===== config.mk =====
export PLATFORM = sky130hd
export DESIGN_NAME = arm_command_frame_builder
export DESIGN_NICKNAME = d
export VERILOG_FILES = /design/src/acfb_pkg.sv /design/src/acfb_crc.sv /design/src/arm_command_frame_builder.sv
export SDC_FILE = /design/constraint.sdc
export NUM_CORES = 1
export LEC_CHECK = 0
export ABC_AREA = 0
export ABC_CLOCK_PERIOD_IN_PS = 3400
export BUFFER_PORTS_ARGS = -buffer_cell sky130_fd_sc_hd__buf_2
export CAP_MARGIN = 5
export CELL_PAD_IN_SITES_DETAIL_PLACEMENT = 0
export CELL_PAD_IN_SITES_GLOBAL_PLACEMENT = 1
export CORE_MARGIN = 5
export CORE_UTILIZATION = 37
export DETAILED_ROUTE_END_ITERATION = 8
export PLACE_DENSITY_LB_ADDON = 0.08
export SLEW_MARGIN = 20
export SYNTH_ARGS = -nofsm -noshare
export SYNTH_HDL_FRONTEND = slang
export SYNTH_HIERARCHICAL = 1
export SYNTH_SLANG_ARGS = --single-unit

===== constraint.sdc =====
create_clock -name aclk -period 3.4 [get_ports aclk]
set_input_delay 0.68 -clock aclk [delete_from_list [all_inputs] [get_ports aclk]]
set_output_delay 0.68 -clock aclk [all_outputs]
set_load 0.1 [all_outputs]

===== src/acfb_pkg.sv =====
// Shared types, CRC byte step and sequencer microcode for the arm command frame builder.
// No dependencies; imported by acfb_crc and arm_command_frame_builder.
package acfb_pkg;

    // frame geometry
    localparam int unsigned FRAME_LEN   = 45;
    localparam int unsigned STEP_W      = 6;
    localparam logic [7:0]  CRC_EXTRA   = 8'd152;
    localparam logic [15:0] CRC_INIT    = 16'hFFFF;

    // register indexes on the config port
    localparam logic REG_SYSID  = 1'b0;
    localparam logic REG_COMPID = 1'b1;

    // byte source selected by a microcode word
    typedef enum logic [2:0] {
        SRC_LIT,
        SRC_SEQ,
        SRC_SYSID,
        SRC_COMPID,
        SRC_ARM,
        SRC_FORCE,
        SRC_CRC_LO,
        SRC_CRC_HI
    } src_t;

    // CRC unit control
    typedef struct packed {
        logic init;   // load CRC_INIT
        logic en;     // fold in the current byte
        logic extra;  // also fold in CRC_EXTRA after the byte
    } crc_ctl_t;

    // one microcode word
    typedef struct packed {
        src_t       src;
        logic [7:0] lit;
        crc_ctl_t   crc;
        logic       fin;  // end of program: emit as last byte, return to step 0
    } uword_t;

    // CRC-16/MCRF4XX, one byte
    function automatic logic [15:0] crc_step(input logic [15:0] acc, input logic [7:0] b);
        logic [7:0] t;
        t = b ^ acc[7:0];
        t = t ^ {t[3:0], 4'b0000};
        return {8'h00, acc[15:8]} ^ {t, 8'h00} ^ {5'b00000, t, 3'b000}
               ^ {12'h000, t[7:4]};
    endfunction

    // microcode ROM: one word per frame byte
    function automatic uword_t ucode(input logic [STEP_W-1:0] step);
        uword_t w;
        w.src       = SRC_LIT;
        w.lit       = 8'h00;
        w.crc.init  = 1'b0;
        w.crc.en    = 1'b1;
        w.crc.extra = 1'b0;
        w.fin       = 1'b0;
        case (step)
            6'd0: begin
                w.lit      = 8'hFD;
                w.crc.init = 1'b1;
                w.crc.en   = 1'b0;
            end
            6'd1:  w.lit = 8'd33;
            6'd4:  w.src = SRC_SEQ;
            6'd5:  w.src = SRC_SYSID;
            6'd6:  w.src = SRC_COMPID;
            6'd7:  w.lit = 8'd76;
            // param1 = 1.0f when arming
            6'd12: begin
                w.src = SRC_ARM;
                w.lit = 8'h80;
            end
            6'd13: begin
                w.src = SRC_ARM;
                w.lit = 8'h3F;
            end
            // param2 = 21196.0f when forcing
            6'd15: begin
                w.src = SRC_FORCE;
                w.lit = 8'h98;
            end
            6'd16: begin
                w.src = SRC_FORCE;
                w.lit = 8'hA5;
            end
            6'd17: begin
                w.src = SRC_FORCE;
                w.lit = 8'h46;
            end
            // command 400, target system and component
            6'd38: w.lit = 8'd144;
            6'd39: w.lit = 8'd1;
            6'd40: w.lit = 8'd1;
            6'd41: w.lit = 8'd1;
            // last payload byte, then the message's extra CRC byte
            6'd42: w.crc.extra = 1'b1;
            6'd43: begin
                w.src    = SRC_CRC_LO;
                w.crc.en = 1'b0;
            end
            6'd44: begin
                w.src    = SRC_CRC_HI;
                w.crc.en = 1'b0;
                w.fin    = 1'b1;
            end
            default: w.lit = 8'h00;
        endcase
        return w;
    endfunction

endpackage


===== src/acfb_crc.sv =====
// Running CRC-16/MCRF4XX accumulator, up to two byte steps per cycle.
// Depends on acfb_pkg (crc_ctl_t, crc_step, CRC_INIT, CRC_EXTRA).
module acfb_crc (
    input  logic              aclk,
    input  logic              aresetn,
    input  acfb_pkg::crc_ctl_t ctl,
    input  logic [7:0]        data,
    output logic [15:0]       crc
);
    import acfb_pkg::*;

    logic [15:0] crc_reg;
    logic [15:0] crc_next;
    logic [15:0] crc_byte;

    // byte step, then optional extra byte
    always_comb begin
        crc_byte = crc_step(crc_reg, data);
        crc_next = crc_reg;
        if (ctl.init) begin
            crc_next = CRC_INIT;
        end else if (ctl.en) begin
            crc_next = ctl.extra ? crc_step(crc_byte, CRC_EXTRA) : crc_byte;
        end
    end

    always_ff @(posedge aclk) begin
        if (!aresetn) begin
            crc_reg <= CRC_INIT;
        end else begin
            crc_reg <= crc_next;
        end
    end

    assign crc = crc_reg;

endmodule


===== src/arm_command_frame_builder.sv =====
// Top level: APB config registers, microcoded byte sequencer and output register.
// Depends on acfb_pkg and acfb_crc.
// An accepted request is registered in busy_reg and the request latch; the first frame
// byte then goes through the output register. Throughput: one ROM step per frame byte,
// one byte per cycle while m_tready holds; the next request is taken with the last byte.
// Output stalls hold the step counter. Reset: synchronous active-low aresetn clears
// control state, sequence number to 0, IDs to 1, CRC to 0xFFFF; no clearing pass.
module arm_command_frame_builder (
    input  logic        aclk,
    input  logic        aresetn,
    // request channel
    input  logic        s_tvalid,
    output logic        s_tready,
    input  logic [7:0]  s_tdata,   // [0] arm, [1] force_req, [7:2] zero
    // frame byte channel
    output logic        m_tvalid,
    input  logic        m_tready,
    output logic [15:0] m_tdata,   // [7:0] frame_byte, [13:8] byte_position, [15:14] zero
    output logic        m_tlast,
    // config port
    input  logic        psel,
    input  logic        penable,
    input  logic        pwrite,
    input  logic [2:0]  paddr,
    input  logic [31:0] pwdata,
    output logic [31:0] prdata,
    output logic        pready
);
    import acfb_pkg::*;

    logic [7:0]        sysid_reg;
    logic [7:0]        compid_reg;
    logic [7:0]        seq_reg;
    logic              busy_reg;
    logic [STEP_W-1:0] step_reg;
    logic              arm_reg;
    logic              force_reg;
    logic              m_valid_reg;
    logic [7:0]        m_byte_reg;
    logic [STEP_W-1:0] m_pos_reg;
    logic              m_last_reg;

    uword_t     uw;
    crc_ctl_t   crc_ctl;
    logic [15:0] crc;
    logic [7:0] byte_val;
    logic       advance;
    logic       s_accept;
    logic       cfg_wr;

    // config registers
    assign pready = 1'b1;
    assign cfg_wr = psel && penable && pwrite;
    assign prdata = (paddr[2] == REG_COMPID) ? {24'h0, compid_reg} : {24'h0, sysid_reg};

    always_ff @(posedge aclk) begin
        if (!aresetn) begin
            sysid_reg  <= 8'd1;
            compid_reg <= 8'd1;
        end else if (cfg_wr) begin
            if (paddr[2] == REG_SYSID) begin
                sysid_reg <= pwdata[7:0];
            end else begin
                compid_reg <= pwdata[7:0];
            end
        end
    end

    // microcode fetch and byte datapath
    assign uw = ucode(step_reg);

    always_comb begin
        case (uw.src)
            SRC_LIT:    byte_val = uw.lit;
            SRC_SEQ:    byte_val = seq_reg;
            SRC_SYSID:  byte_val = sysid_reg;
            SRC_COMPID: byte_val = compid_reg;
            SRC_ARM:    byte_val = arm_reg ? uw.lit : 8'h00;
            SRC_FORCE:  byte_val = force_reg ? uw.lit : 8'h00;
            SRC_CRC_LO: byte_val = crc[7:0];
            SRC_CRC_HI: byte_val = crc[15:8];
            default:    byte_val = 8'h00;
        endcase
    end

    // step when the output register is free or draining
    assign advance  = busy_reg && (!m_valid_reg || m_tready);
    assign s_tready = !busy_reg || (advance && uw.fin);
    assign s_accept = s_tvalid && s_tready;

    always_comb begin
        crc_ctl.init  = advance && uw.crc.init;
        crc_ctl.en    = advance && uw.crc.en;
        crc_ctl.extra = uw.crc.extra;
    end

    acfb_crc u_crc (
        .aclk    (aclk),
        .aresetn (aresetn),
        .ctl     (crc_ctl),
        .data    (byte_val),
        .crc     (crc)
    );

    // sequencer control; a new request restarts the program at step 0
    always_ff @(posedge aclk) begin
        if (!aresetn) begin
            busy_reg <= 1'b0;
            step_reg <= '0;
            seq_reg  <= 8'd0;
        end else begin
            if (advance && uw.fin) begin
                seq_reg <= seq_reg + 8'd1;
            end
            if (s_accept) begin
                busy_reg <= 1'b1;
                step_reg <= '0;
            end else if (advance) begin
                if (uw.fin) begin
                    busy_reg <= 1'b0;
                    step_reg <= '0;
                end else begin
                    step_reg <= step_reg + STEP_W'(1);
                end
            end
        end
    end

    // request latch
    always_ff @(posedge aclk) begin
        if (s_accept) begin
            arm_reg   <= s_tdata[0];
            force_reg <= s_tdata[1];
        end
    end

    // output register
    always_ff @(posedge aclk) begin
        if (!aresetn) begin
            m_valid_reg <= 1'b0;
        end else if (advance) begin
            m_valid_reg <= 1'b1;
        end else if (m_tready) begin
            m_valid_reg <= 1'b0;
        end
    end

    always_ff @(posedge aclk) begin
        if (advance) begin
            m_byte_reg <= byte_val;
            m_pos_reg  <= step_reg;
            m_last_reg <= uw.fin;
        end
    end

    assign m_tvalid = m_valid_reg;
    assign m_tdata  = {2'b00, m_pos_reg, m_byte_reg};
    assign m_tlast  = m_last_reg;

    // checks
    a_last_pos: assert property (@(posedge aclk) disable iff (!aresetn)
        m_valid_reg && m_last_reg |-> m_pos_reg == STEP_W'(FRAME_LEN - 1))
        else $error("tlast not on final frame byte");

    a_idle_step: assert property (@(posedge aclk) disable iff (!aresetn)
        !busy_reg |-> step_reg == '0)
        else $error("step counter not parked while idle");

    a_pos_track: assert property (@(posedge aclk) disable iff (!aresetn)
        advance |=> m_pos_reg == $past(step_reg))
        else $error("byte position does not follow the step");

    a_accept_step: assert property (@(posedge aclk) disable iff (!aresetn)
        s_accept && busy_reg |-> uw.fin)
        else $error("request taken in mid-frame");

    a_no_drop: assert property (@(posedge aclk) disable iff (!aresetn)
        m_valid_reg && !m_tready |=> m_valid_reg && $stable(m_byte_reg))
        else $error("stalled frame byte lost");

endmodule

# Word-level counts from Yosys, hierarchy flattened
# Index checks and enable logic that the tools add are counted.
[word_totals] elab_cells=92 output_inout_bits=52 register_bits=65
[op_classes] n_mux=17 n_addsub=2 eq_ne=24 reduce_logical=25 bitwise=12
[ops] cell="$pmux W8 S10" count=1
[ops] cell="$pmux W8 S8" count=1
[ops] cell="$eq A6 B6 Y1 const B" count=7
[ops] cell="$xor A16 B11 Y16" count=2
[ops] cell="$xor A16 B4 Y16" count=2
[ops] cell="$xor A8 B16 Y16" count=2
[ops] cell="$eq A6 B3 Y1 const B" count=4
[ops] cell="$mux W8" count=3
[ops] cell="$xor A8 B8 Y8" count=3
[ops] cell="$pmux W3 S7" count=1
[ops] cell="$eq A6 B4 Y1 const B" count=3
[ops] cell="$mux W16" count=1
[ops] cell="$eq A3 B3 Y1 const B" count=4
[ops] cell="$eq A6 B5 Y1 const B" count=2
[ops] cell="$mux W1" count=9
[ops] cell="$reduce_or A3 Y1" count=3
[ops] cell="$add A8 B1 Y8 const B" count=1
[ops] cell="$logic_and A1 B1 Y1" count=7
[ops] cell="$add A6 B1 Y6 const B" count=1
[ops] cell="$eq A3 B2 Y1 const B" count=2
[ops] cell="$eq A6 B1 Y1 const B" count=1
[ops] cell="$logic_not A6 Y1" count=1
[ops] cell="$mux W6" count=1
[ops] cell="$reduce_and A2 Y1" count=3
[ops] cell="8 further kinds" count=15

# Longest topological paths before layout
[logic_depth] depth_word=16 mapped_depth=14 depth_no_buf=12

# Cells and area by module
# The synthesis kept the hierarchy.
[by_module_without_submodules] module="arm_command_frame_builder" area_per_inst_um2=2982.9 instances=1 cells_per_inst=321
[by_module_without_submodules] module="acfb_crc" area_per_inst_um2=1428.9 instances=1 cells_per_inst=152

# Worst setup path after synthesis
# OpenSTA, ideal clock, no wires.
[synth_path] kind="reg-to-reg" startpoint="register step_reg[0]" endpoint="register u_crc.crc_reg[3] (netlist: u_crc/crc[3])" slack_ns=0.214 period_less_slack_ns=3.186 required_ns=3.342 stages_incl_launch_ff=12 t_arrival_ns=3.128 path_cell_list="dfxtp_1 -> inv_1 -> ha_1 -> mux2_4 -> a32oi_2 -> nand2_1 -> o211ai_1 -> xor2_4 -> xnor3_2 -> or3_1 -> a21oi_1 -> a211o_1"
[synth_between] elab_chain_cells=14 elab_cells_between_ends=52 cone_classes="eq/ne (24); mux (9); bitwise (10); reduce/logical (9)"
[synth_lines] item="start: declaration" line_no="arm_command_frame_builder.sv:35" source="logic [STEP_W-1:0] step_reg;"
[synth_lines] item="start signal: assignment" line_no="arm_command_frame_builder.sv:123" source="step_reg <= step_reg + STEP_W'(1);"
[synth_lines] item="$eq A6 B5 Y1 (tied with other cells)" line_no="acfb_pkg.sv:60" source="case (step)"
[synth_lines] item="$reduce_or A3 Y1 (no source line) or $reduce_or A2 Y1 (tied branches)"
[synth_lines] item="$pmux W3 S7 or $pmux W8 S10 (tied branches)" line_no="acfb_pkg.sv:60"
[synth_lines] item="$eq A3 B3 Y1 (tied with other cells)" line_no="arm_command_frame_builder.sv:73" source="case (uw.src)"
[synth_lines] item="$pmux W8 S8 *" line_no="arm_command_frame_builder.sv:73"
[synth_lines] item="via byte_val[3]" line_no="arm_command_frame_builder.sv:46" source="logic [7:0] byte_val;"
[synth_lines] item="$xor A8 B8 Y8 *" line_no="acfb_pkg.sv:45" source="t = b ^ acc[7:0];"
[synth_lines] item="$xor A8 B8 Y8 *" line_no="acfb_pkg.sv:46" source="t = t ^ {t[3:0], 4'b0000};"
[synth_lines] item="$xor A8 B16 Y16" line_no="acfb_pkg.sv:47" source="return {8'h00, acc[15:8]} ^ {t, 8'h00} ^ {5'b00000, t, 3'b000}"
[synth_lines] item="$xor A16 B11 Y16" line_no="acfb_pkg.sv:47"
[synth_lines] item="$xor A16 B4 Y16 *" line_no="acfb_pkg.sv:48" source="^ {12'h000, t[7:4]};"
[synth_lines] item="$xor A8 B16 Y16" line_no="acfb_pkg.sv:47"
[synth_lines] item="$xor A16 B11 Y16" line_no="acfb_pkg.sv:47"
[synth_lines] item="$xor A16 B4 Y16" line_no="acfb_pkg.sv:48"
[synth_lines] item="$mux W16 *" line_no="acfb_crc.sv:23" source="crc_next = ctl.extra ? crc_step(crc_byte, CRC_EXTRA) : crc_byte;"
[synth_lines] item="end signal: assignment" line_no="acfb_crc.sv:31" source="crc_reg <= crc_next;"
[synth_lines] item="end: declaration" line_no="acfb_crc.sv:12" source="logic [15:0] crc_reg;"
# Mark *: on every way through the listed nets, which the timed path passes. The rest lies on a longest branch.
# A chain may end at the register's enable or synchronous reset.

# Worst setup path after layout
[layout_path] startpoint="register step_reg[5]" endpoint="register u_crc.crc_reg[0] (netlist: u_crc/crc[0])"
[layout_between] elab_cells_between_ends=52 cone_classes="eq/ne (24); mux (9); bitwise (10); reduce/logical (9)"
[layout_rtl] item="$eq A6 B5 Y1 (tied with other cells)" line_no="acfb_pkg.sv:60"
[layout_rtl] item="$reduce_or A3 Y1 (no source line) or $reduce_or A2 Y1 (tied branches)"
[layout_rtl] item="$pmux W3 S7 or $pmux W8 S10 (tied branches)" line_no="acfb_pkg.sv:60"
[layout_rtl] item="$eq A3 B3 Y1 (tied with other cells)" line_no="arm_command_frame_builder.sv:73"
[layout_rtl] item="$pmux W8 S8 *" line_no="arm_command_frame_builder.sv:73"
[layout_rtl] item="via byte_val[4]" line_no="arm_command_frame_builder.sv:46"
[layout_rtl] item="$xor A8 B8 Y8 *" line_no="acfb_pkg.sv:45"
[layout_rtl] item="$xor A8 B8 Y8 *" line_no="acfb_pkg.sv:46"
[layout_rtl] item="$xor A16 B4 Y16 *" line_no="acfb_pkg.sv:48"
[layout_rtl] item="$xor A8 B8 Y8" line_no="acfb_pkg.sv:46"
[layout_rtl] item="$xor A16 B4 Y16" line_no="acfb_pkg.sv:48"
[layout_rtl] item="$mux W16 *" line_no="acfb_crc.sv:23"
# Marked as above.

==> results.toml <==
[routing]
drtAntennaViolNets = 0
wl_per_cell_um = 16.76
via_per_inst = 5.145
vias = 3591
dr.pass1.iters = 5
drt-total-wl_um = 11700
drc = 0
drt-initial-drc-count = 216

[pwr]
powerDensity_nw_per_um2 = 444.8
max-vdd-ir-drop_mv = 0.3202
p_leak_nw = 2.223
fin_total_pwr_w = 0.002339

[setup_path]
arrival_ns = 3.44
critPathLaunch = "step_reg[5]"
path_max_fanout = 9
crit_type = "flip-flop to flip-flop"
worstPathCellList = "buf_4, nor3_4, o211ai_1, buf_4, buf_4, mux2i_1, o211ai_1, xnor2_2, xnor3_1, or3_1, a311o_1"
path_buf_inv = 3
crit_slowest_cell = "dfxtp_1"
ff2ff_setup_slack_ns = 0.18
cp.required_ns = 3.62
cp-start-kind = "flip-flop"
endpoint_kind = "flip-flop"
r2r-start = "step_reg[5]"
cp_common_cell = "buf_4"
cp_slowest_stage_delay_ns = 0.53
crit_family = "compound AO/OA/AOI/OAI gates"

[clock_tree]
clockRootBuffer = "clkbuf_16"
clk_latency_ns = 0.34
cts_hold_buf = 0
cts_max_level = 3
clockBufferDepth = 2
path_clk_slew_ns = 0.06
cts_tree = "built"
cts.sinks = 65
cts-buffers-inserted = 9

[synth]
async_flop_share_pct = 0
syn-instance-count = 473
synth_largest_area_cell = "dfxtp_1"
yosys_register_bits = 65
synth_cell_types = 70
synth_area_leaders = "dfxtp_1, edfxtp_1, xnor2_1"
avgSynthCellArea_um2 = 9.327
ys_seq_area_share_pct = 33.35
synth.top_cell.area_share_pct = 21.78
yosys_most_used_dff = "dfxtp_1"
synth_edf_count = 17
ys.warnings.count = 6
syn_area_um2 = 4412

[worst_hold_path]
hold_class = "flip-flop to flip-flop"
min-delay-start = "compid_reg[4]"

[place]
port_buffers = 42
dp_hpwl_um = 8549
gp_congestion = 0.8422
placed_area_um2 = 4921

[flow_run]
max_cap_viol_count = 0

[status]
status = "finished clean"

[layout]
final_util_pct = 45.47
final_nets = 605
largest_register_ffs = 16
drive_above_1_share_pct = 27.57
area_growth_pct = 19.20
fin_area_um2 = 5259
diodes = 0

[floorplan]
start_util_pct = 38.15
die_area_um2 = 14210
die_x_um = 119.2
die_h_um = 119.2
row_count = 39
fp.coreArea_um2 = 11560
ios = 102

[sta]
tns_ns = 0
slew-limit-headroom_pct = 50.46
worst_slew_pin_slew_ns = 0.7422
drv_slew = 0
max_freq_mhz = 310.1
period_share_pct = 94.83
fin_hold_ws_ns = 0.4790
rsz0062_at_grt = "false"
hold_violations = 0
fin_crit_ns = 3.224
fin_skew_ns = 0.005579
setup_viol = 0

[global_routing]
antenna_found_initial = 0
grt_pass1_wl_um = 18480
grt_pass1_vias = 3388
gr-total-overflow = 0
grt_max_degree = 29
grtUsageTotal_pct = 16.70
[tightest hold or removal path, delay by kind of cell, from the launching register on]
family / cells / cell delay, ns
flops: 1 / 0.31
compound gates: 1 / 0.07
simple gates: 1 / 0.05
[cell usage after synthesis (all sizes together) (12+ instances only)]
master   n
a21boi  18
a21oi   17
buf     42
clkbuf  12
dfxtp   48
edfxtp  17
inv     13
nand2   56
nand3   16
nor2    21
o21ai   27
xnor2   36
xor2    15
[cell type report]
type / count / area [um2]
fill: 1151 / 6306
multi-input combinational: 366 / 2683
sequential: 65 / 1474
timing repair buffer: 95 / 608.1
clock buffer: 13 / 250.2
tap: 143 / 178.9
inverter: 13 / 48.80
clock inverter: 3 / 16.27
[stage by stage]
stage | setup slack (ns) | instances
finish | 0.1756 | 698
global route | 0.008796 | 698
CTS | 0.02790 | 695
detailed placement | 0.03592 | 679
global placement | 0.03441 | 679
floorplan | 0.2144 | 498
[cell usage in the layout, fill, tap and decap left out, drive strengths merged, types with 13 or more instances in the layout]
cell,count
xnor2,36
inv,14
dfxtp,48
nand2,56
nand3,16
clkbuf,13
a21oi,17
xor2,15
edfxtp,17
buf,95
conb,27
nor2,21
o21ai,27
a21boi,18
[kinds of logic after synthesis]
kind of cell | share of synthesized area, %
AO/OA/AOI/OAI | 16.17
other | 0.1702
AND/OR/NAND/NOR | 19.06
flip-flops | 33.35
buffers and inverters | 9.018
adder cells (fa/ha/maj) | 1.418
multiplexers | 4.197
XOR/XNOR | 16.62
[worst paths after layout]
| path | depth (start not counted) | to |
|---|---|---|
| hold / removal | 2 | compid_reg[4] |
| setup / recovery | 11 | u_crc/crc[0] |
| hold reg to reg | 2 | compid_reg[4] |
| setup reg to reg | 11 | u_crc/crc[0] |
[routing by layer]
layer | track usage [%] | up-vias | share of wire (%)
li1 | - | 1770 | -
met1 | 23.98 | 1699 | 50
met2 | 23.91 | 103 | 43
met3 | 3.507 | 19 | 5.2
met4 | 7.676 | 0 | 2.2
met5 | 0 | - | 0
[timing repair]
item,4_1_cts,5_1_grt
buffers inserted,0,3
gates resized for setup,0,15
setup endpoints to repair,0,14
[where the power goes]
| group | switching, W | internal, W |
|---|---|---|
| registers | 0.0000190 | 0.000820 |
| logic | 0.000426 | 0.000223 |
| clock network | 0.000339 | 0.000512 |
| total | 0.000784 | 0.00156 |
Note: power is estimated with default switching activity, not from simulation.
